===== src/rdr565_pkg.sv =====
// rdr565_pkg: types, constants and the delta expansion for the rle/delta rgb565 decoder
// no dependencies; used by every module of the decoder
package rdr565_pkg;

   typedef enum logic [1:0] {
      PH_START   = 2'd0,
      PH_WORD_HI = 2'd1,
      PH_CNT_HI  = 2'd2,
      PH_CNT_LO  = 2'd3
   } phase_type;

   typedef struct packed {
      logic [15:0] pixel;
      logic [15:0] repeat_res;
   } result_type;

   localparam logic [7:0]  WORD_FLAG = 8'h20;
   localparam logic [15:0] RED_MASK  = 16'h1800;
   localparam logic [15:0] GRN_MASK  = 16'h00e3;
   localparam logic [15:0] LOW_MASK  = 16'h0003;
   localparam logic [15:0] ONE_PIXEL = 16'd1;

   function automatic logic [15:0] delta_bits(input logic [7:0] b);
      logic [15:0] w;
      w = {8'h00, b};
      return ((w << 5) & RED_MASK) | ((w << 3) & GRN_MASK) | (w & LOW_MASK);
   endfunction

endpackage


===== src/rdr565_parse.sv =====
// rdr565_parse: token parser state and single-pass decode of one code byte
// depends on rdr565_pkg
module rdr565_parse (
   input  logic                     clock,
   input  logic                     reset,
   input  logic                     advance,
   input  logic [7:0]               code_byte,
   input  logic                     image_start,
   output logic                     res_valid,
   output rdr565_pkg::result_type   res
);

   rdr565_pkg::phase_type phase_ff, phase_in, phase_cur;
   logic [7:0]  held_low_byte_ff, held_low_byte_in, held_low_byte_cur;
   logic [7:0]  held_count_high_ff, held_count_high_in, held_count_high_cur;
   logic [15:0] last_literal_ff, last_literal_in, last_literal_cur;
   logic [15:0] last_pixel_ff, last_pixel_in, last_pixel_cur;
   logic [15:0] word;
   logic [15:0] count;

   always_ff @(posedge clock) begin
      if (reset) begin
         phase_ff           <= rdr565_pkg::PH_START;
         held_low_byte_ff   <= 8'h00;
         held_count_high_ff <= 8'h00;
         last_literal_ff    <= 16'h0000;
         last_pixel_ff      <= 16'h0000;
      end else if (advance) begin
         phase_ff           <= phase_in;
         held_low_byte_ff   <= held_low_byte_in;
         held_count_high_ff <= held_count_high_in;
         last_literal_ff    <= last_literal_in;
         last_pixel_ff      <= last_pixel_in;
      end
   end

   always_comb begin
      // new image clears everything before the byte is parsed
      if (image_start) begin
         phase_cur           = rdr565_pkg::PH_START;
         held_low_byte_cur   = 8'h00;
         held_count_high_cur = 8'h00;
         last_literal_cur    = 16'h0000;
         last_pixel_cur      = 16'h0000;
      end else begin
         phase_cur           = phase_ff;
         held_low_byte_cur   = held_low_byte_ff;
         held_count_high_cur = held_count_high_ff;
         last_literal_cur    = last_literal_ff;
         last_pixel_cur      = last_pixel_ff;
      end

      word  = {code_byte, held_low_byte_cur};
      count = {held_count_high_cur, code_byte};

      phase_in           = phase_cur;
      held_low_byte_in   = held_low_byte_cur;
      held_count_high_in = held_count_high_cur;
      last_literal_in    = last_literal_cur;
      last_pixel_in      = last_pixel_cur;
      res_valid          = 1'b0;
      res.pixel          = last_pixel_cur;
      res.repeat_res     = rdr565_pkg::ONE_PIXEL;

      unique case (phase_cur)
         rdr565_pkg::PH_START: begin
            if ((code_byte & rdr565_pkg::WORD_FLAG) != 8'h00) begin
               held_low_byte_in = code_byte;
               phase_in         = rdr565_pkg::PH_WORD_HI;
            end else begin
               last_pixel_in = last_literal_cur ^ rdr565_pkg::delta_bits(code_byte);
               res.pixel     = last_pixel_in;
               res_valid     = 1'b1;
            end
         end
         rdr565_pkg::PH_WORD_HI: begin
            if (word == last_literal_cur) begin
               phase_in = rdr565_pkg::PH_CNT_HI;
            end else begin
               last_literal_in = word;
               last_pixel_in   = word;
               phase_in        = rdr565_pkg::PH_START;
               res.pixel       = word;
               res_valid       = 1'b1;
            end
         end
         rdr565_pkg::PH_CNT_HI: begin
            held_count_high_in = code_byte;
            phase_in           = rdr565_pkg::PH_CNT_LO;
         end
         rdr565_pkg::PH_CNT_LO: begin
            phase_in       = rdr565_pkg::PH_START;
            res.repeat_res = count;
            res_valid      = (count != 16'h0000);
         end
         default: begin
            phase_in = rdr565_pkg::PH_START;
         end
      endcase
   end

endmodule


===== src/rdr565_out_reg.sv =====
// rdr565_out_reg: result register between the parser and the rsp channel
// depends on rdr565_pkg
module rdr565_out_reg (
   input  logic                     clock,
   input  logic                     reset,
   input  logic                     load,
   input  logic                     load_valid,
   input  rdr565_pkg::result_type   load_data,
   output logic                     space,
   output logic                     out_valid,
   input  logic                     out_ready,
   output rdr565_pkg::result_type   out_data
);

   logic                   valid_ff, valid_in;
   rdr565_pkg::result_type data_ff;

   // free when empty or being taken this cycle
   assign space = !valid_ff || out_ready;

   always_comb begin
      valid_in = valid_ff;
      if (load) begin
         valid_in = load_valid;
      end else if (out_ready) begin
         valid_in = 1'b0;
      end
   end

   always_ff @(posedge clock) begin
      if (reset) begin
         valid_ff <= 1'b0;
      end else begin
         valid_ff <= valid_in;
      end
   end

   always_ff @(posedge clock) begin
      if (load && load_valid) begin
         data_ff <= load_data;
      end
   end

   assign out_valid = valid_ff;
   assign out_data  = data_ff;

endmodule


===== src/rle_delta_rgb565_decoder_top.sv =====
// rle_delta_rgb565_decoder_top: byte-serial rle/delta rgb565 image decoder
// depends on rdr565_pkg, rdr565_parse and rdr565_out_reg
//
//   channel | ports                                  | moves
//   req     | req_valid req_ready req_code_byte      | one code byte per request
//           | req_image_start                        |
//   rsp     | rsp_valid rsp_ready rsp_pixel          | one pixel with its repeat count
//           | rsp_repeat_res                         |
//
// one request accepted per cycle while req_ready is high; its result, if any, is shown the next cycle
// from the result register, set by the single-pass parse of the byte
// reset clears the parser state and empties the result register
// req_ready drops only while a result is held and rsp_ready is low
module rle_delta_rgb565_decoder_top (
   input  logic        clock,
   input  logic        reset,
   input  logic        req_valid,
   output logic        req_ready,
   input  logic [7:0]  req_code_byte,
   input  logic        req_image_start,
   output logic        rsp_valid,
   input  logic        rsp_ready,
   output logic [15:0] rsp_pixel,
   output logic [15:0] rsp_repeat_res
);

   logic                   accept;
   logic                   res_valid;
   logic                   space;
   rdr565_pkg::result_type res;
   rdr565_pkg::result_type rsp_data;

   assign req_ready = space;
   assign accept    = req_valid && space;

   rdr565_parse u_parse (
      .clock       (clock),
      .reset       (reset),
      .advance     (accept),
      .code_byte   (req_code_byte),
      .image_start (req_image_start),
      .res_valid   (res_valid),
      .res         (res)
   );

   rdr565_out_reg u_out_reg (
      .clock      (clock),
      .reset      (reset),
      .load       (accept),
      .load_valid (res_valid),
      .load_data  (res),
      .space      (space),
      .out_valid  (rsp_valid),
      .out_ready  (rsp_ready),
      .out_data   (rsp_data)
   );

   assign rsp_pixel      = rsp_data.pixel;
   assign rsp_repeat_res = rsp_data.repeat_res;

endmodule

===== config.mk =====
export PLATFORM = sky130hd
export DESIGN_NAME = rle_delta_rgb565_decoder_top
export DESIGN_NICKNAME = d
export VERILOG_FILES = /design/src/rdr565_pkg.sv /design/src/rdr565_parse.sv /design/src/rdr565_out_reg.sv /design/src/rle_delta_rgb565_decoder_top.sv
export SDC_FILE = /design/constraint.sdc
export NUM_CORES = 1
export LEC_CHECK = 0
export BUFFER_PORTS_ARGS = -buffer_cell sky130_fd_sc_hd__buf_4
export CORE_ASPECT_RATIO = 2
export CORE_MARGIN = 5
export CORE_UTILIZATION = 48
export CTS_CLUSTER_SIZE = 30
export DETAILED_ROUTE_END_ITERATION = 10
export MAX_ROUTING_LAYER = met4
export PLACE_DENSITY = 0.68
export SYNTH_ARGS = -nofsm -noshare
export SYNTH_HDL_FRONTEND = slang
export SYNTH_SLANG_ARGS = --single-unit
export TNS_END_PERCENT = 20

===== constraint.sdc =====
create_clock -name clock -period 7.3 [get_ports clock]
set_input_delay 1.095 -clock clock [delete_from_list [all_inputs] [get_ports clock]]
set_output_delay 1.095 -clock clock [all_outputs]
set_load 0.02 [all_outputs]

Word level (Yosys, flattened, before mapping)
Cells that the tools add are included.
- equal/unequal tests: 4
- muxes and demuxes: 21
- bitwise logic cells: 3
- reductions and logical operators: 7
- operators by type and width (cell ; count):
    16-bit 2-to-1 mux ; 6
    8-bit 2-to-1 mux ; 5
    16-bit case mux with 2 select lines ; 1
    16-bit == test ; 1
    16-bit by 2-bit OR with 16-bit output ; 1
    16-bit nonzero test ; 1
    16-bit bitwise XOR ; 1
    13-bit by 8-bit OR with 13-bit output ; 1
    2-bit case mux with 4 select lines ; 1
    2-bit 2-to-1 mux ; 3
    2-bit == test (second input constant) ; 2
    1-bit 2-to-1 mux ; 4
    1-bit case mux with 3 select lines ; 1
    2-bit by 1-bit == test with 1-bit output (second input constant) ; 1
    1-bit logical AND ; 2
    2-bit logical NOT ; 1
    2-bit nonzero test ; 1
    1-bit logical NOT ; 1
    1-bit logical OR ; 1
- flip-flop bits (word level): 83
- input port bits: 13
- output and inout bits: 34
- word-level logic and storage cells: 43

Longest topological paths before layout
- word-level depth: 5
- gate-level depth with buffers: 9
- mapped depth without buffers: 6

Hierarchy
A second synthesis with hierarchy kept.
- cell total of the unflattened synthesis: 423
- area, all modules: 4018.9 µm²
- by module, submodules not included (module ; times used ; cells an instance ; area an instance (µm²) ; sequential area each (µm²)):
    rdr565_parse ; 1 ; 385 ; 2991.6 ; 1001.0
    rdr565_out_reg ; 1 ; 37 ; 1021.0 ; 980.9
    rle_delta_rgb565_decoder_top ; 1 ; 1 ; 6.3 ; 0.0

Least setup slack after synthesis
No wires, ideal clock.
- path type: input to register
- start: input req_image_start
- end: register u_out_reg.data_ff, in the netlist u_out_reg.out_data[0], enable pin
- library setup time: 441 ps
- arrival: 3991 ps
- required time: 6859 ps
- path slack: 2868 ps
- stages: 7
- path buffers: 3
- cells stage by stage: buf_6 -> buf_2 -> nand2b_1 -> nor2_1 -> clkbuf_1 -> nand2_1 -> a31oi_1
- cells in the longest elaborated chain, start to end: 5
- elaborated cells between the ends (all ways): 12
- those cells by class: 3 x eq/ne; 6 x mux; 3 x reduce/logical
- ends and longest elaborated chain (what ; RTL line ; text):
    from (decl) ; rle_delta_rgb565_decoder_top.sv:20 ; input logic req_image_start,
    8-bit 2-to-1 mux or 16-bit 2-to-1 mux (tied branches) ; rdr565_parse.sv:39 ; if (image_start) begin
    16-bit == test ; rdr565_parse.sv:77 ; if (word == last_literal_cur) begin
    1-bit 2-to-1 mux ; rdr565_parse.sv:77 ;
    1-bit case mux with 3 select lines (*) ; rdr565_parse.sv:65 ; unique case (phase_cur)
    1-bit logical AND (*) ; rdr565_out_reg.sv:39 ; if (load && load_valid) begin
    to (signal assigned) ; rdr565_out_reg.sv:40 ; data_ff <= load_data;
    to (decl) ; rdr565_out_reg.sv:16 ; rdr565_pkg::result_type data_ff;
Mark *: on every way between the ends. The rest lies on a longest branch, timed or not.
A chain may end at the register's enable or synchronous reset.

Worst setup path in the final report
- start: input req_image_start
- end: register u_out_reg.data_ff, in the netlist u_out_reg.out_data[7], enable pin
Same word-level chain as after synthesis.

==> summary.txt <==
Status
  – Outcome: complete, no violations

STA
  – Setup_tns: 0 ns
  – Final Slew Violations: 0
  – Slew HR: about a third
  – Final Cycle Share: 49.3%
  – RSZ-0062 raised after global routing: no
  – Final setup vio count: 0
  – Worst-Margin Slew: around 1 ns
  – FMAX: around 0.28 GHz
  – Post-layout min period: approximately 3.6 ns
  – Worst Skew: roughly 0.011 ns
  – Final Hold Viols: 0

Power
  – Sequential power share: a little under half
  – Peak VDD IR: about 0.00014 V
  – Sw frac: between 20% and 30%
  – Power share of the clock group: a little over two fifths
  – Int Pwr: around 0.00084 W
  – Pwr Total: 0.00112 W
  – NetSw: 0.000276 W
  – Power per cell area: between 200 and 250 mW/mm^2
  – Leak: ~1.8 nW
  – Gate power share: a little over a tenth

Logic synthesis
  – Mapped Cells: slightly below 400
  – Synthesized area per cell: around 10 sq um
  – Ys async rst share: 0%
  – Post-synth EDFFs: 32
  – Main synth FF type: dfxtp_1
  – Synthesized flop and latch total: 83
  – Syn_nets: 411
  – Cell variety after synth: 51
  – YS warnings: 0
  – Mapped cell area: between 0.003 and 0.004 sq mm
  – Sequential share of the synthesized area: between 40% and 50%

Clocking
  – CTS Hold Buffers Added: 0
  – H-Tree Depth: 3
  – CTS tree: yes
  – Root buffer cell: clkbuf_16
  – CTS Buffer Depth: 2
  – Clock transition at path regs: about 0.060 ns
  – Post-CTS setup repair buffer count: 0
  – Clock Sinks: 83
  – CTS resizes: 0
  – CTS buffer count: 9
  – Worst-skew pair later-pin latency: ~0.34 ns

Place
  – Dpl hpwl: between 8000 and 9000 um
  – PortBufs: 46
  – GPL Wtd Cong: 0.971

Routing
  – Detailed Routing Iterations Pass 1: 5
  – Via count: 3,426
  – WL final: 11,600 um
  – Post-route ant nets: 0
  – Drt initial violations: approximately 320
  – Drt wl/cell: 22.0 um
  – DRC: 0
  – Via-per-instance ratio: between 6 and 7

Setup path
  – Delay-heaviest family, CP: compound AO/OA/AOI/OAI gates
  – Worst Setup End Kind: flop
  – Crit path launch type: input port
  – R2r setup slk: roughly 4.5 ns
  – WP buf/inv: 1
  – WP data required: 7.25 ns
  – Worst Path Max Fanout: 39
  – Critical Path AT: 3.55 ns
  – CP cell instances: buf_4, and2b_1, a32oi_1, a32oi_2, nand3_1, nand2_1, a31oi_4
  – Crit Path Category: in -> reg
  – Worst path slowest cell: a31oi_4
  – CP max stage delay: about 0.87 ns

Final layout
  – Fillers: about 740
  – Layout area overhead: 17.0%
  – Most common cell after layout, fill and taps aside: dfxtp_1
  – Antenna cells: 0
  – Final core utilization: around 57%
  – Proportion of layout cells with a drive suffix above 1: ~17%
  – Commonest non-fill, non-tap cells in the layout: dfxtp_1 (51), buf_4 (48), nor2_1 (47)
  – Nets: 440

Floorplanning
  – Die span in x: 74.5 um
  – Die area: a little over 0.01 sq mm
  – Initial core utilization: between 40% and 50%
  – Die Y: roughly 140 um
  – IO Count: 47
  – Core footprint: roughly 0.008 sq mm
  – Std-Cell Rows: 47

Global route
  – Global route total overflow: 0
  – Overall Global Routing Usage: 24.2%
  – Initial antenna violation count: 0
  – Vias in the first global route: approximately 3,400
  – Largest net degree at the start of global routing: 40
  – Global-route wire length before repair: roughly 18,000 um

Hold path
  – Worst min path class: reg -> reg

Job
  – Max Cap Viol: 0
[sequential cells by signal, indices dropped and copies added, names as in the netlist]
register / flops
u_parse.last_literal_ff: 16
u_parse.held_low_byte_ff: 8
u_parse.held_count_high_ff: 8
u_out_reg.out_valid: 1
u_parse.last_pixel_ff: 16
u_parse.phase_ff: 2
u_out_reg.out_data: 32
[worst reg2reg max path: stages (launching register included)]
cell	delay [ns]
dfxtp_1	0.46
xnor2_1	0.11
a32oi_1	0.22
a32oi_2	0.12
nand3_1	0.46
nand2_1	0.21
a31oi_4	0.87
[metal layers]
metal  track usage (%)  part of all wire [%]  wire length [um]
met1              24.3                    35              4030
met2              41.8                    54              6310
met3              3.34                   4.6               537
met4              15.3                   6.6               769
met5                 -                     0                 0
[layout make-up]
| class | instances | area [sq um] | area share (%) |
|---|---|---|---|
| Clock buffer | 12 | 278 | 5.94 |
| Inverter | 8 | 30.0 | 0.643 |
| Tap cell | 98 | 123 | 2.62 |
| Multi-Input combinational cell | 277 | 1850 | 39.5 |
| Timing Repair Buffer | 48 | 360 | 7.71 |
| Sequential cell | 83 | 1980 | 42.4 |
| Clock inverter | 4 | 53.8 | 1.15 |
[synth_stat cells (all sizes together), types with 6 or more instances]
cell type / number / area (sq um)
nor2: 48 / 183
and2: 6 / 37.5
nand3: 8 / 40.0
and3: 20 / 125
xnor2: 17 / 149
clkbuf: 18 / 68.8
nand2: 14 / 52.6
a221o: 10 / 100
o21ai: 15 / 78.8
nand2b: 10 / 62.6
dfxtp: 51 / 1020
a22oi: 18 / 135
a31oi: 7 / 43.8
buf: 12 / 81.3
a211oi: 6 / 45.0
a22o: 18 / 158
edfxtp: 32 / 961
a32oi: 9 / 93.8
a21oi: 12 / 63.8
inv: 8 / 30.0
[power by group through the flow]
| stage | Clock (W) | Sequential, W | Combinational (W) |
|---|---|---|---|
| after floorplan | 0 | 0.000527 | 0.0000690 |
| after global placement | 0 | 0.000518 | 0.000118 |
| after detailed placement | 0 | 0.000519 | 0.000119 |
| after CTS | 0.000497 | 0.000509 | 0.000120 |
| after global routing | 0.000519 | 0.000511 | 0.000129 |
| final | 0.000491 | 0.000509 | 0.000120 |
[through the flow]
| step | cells | hold slack [ns] | setup slack [ns] | area, sq um |
|---|---|---|---|---|
| finish | 530 | 0.480 | 3.70 | 4670 |
| global route | 530 | 0.498 | 3.54 | 4670 |
| detailed placement | 514 | 0.454 | 3.35 | 4340 |
| floorplan | 398 | 0.434 | 2.87 | 3990 |
| CTS | 530 | 0.473 | 3.70 | 4670 |
| global placement | 514 | 0.448 | 3.43 | 4340 |
[path summary, 6_finish.rpt]
path / to / cells past startpoint / start
worst min register to register: u_parse.last_pixel_ff[5] / 1 / u_parse.last_pixel_ff[5]
worst max register to register: u_out_reg.out_data[7] / 6 / u_parse.last_literal_ff[15]
worst max-delay path: u_out_reg.out_data[7] / 7 / req_image_start
worst min-delay path: u_parse.last_pixel_ff[5] / 1 / u_parse.last_pixel_ff[5]
[logic make-up (layout without fill, tap and decap cells)]
logic type / count (synthesis) / count (layout) / synth area share, %
simple gates: 131 / 131 / 16.9
buf+inv: 38 / 72 / 4.51
compound gates: 129 / 129 / 25.3
xor+xnor: 17 / 17 / 3.73
flops: 83 / 83 / 49.6
Power figures use the tool's default switching activity.
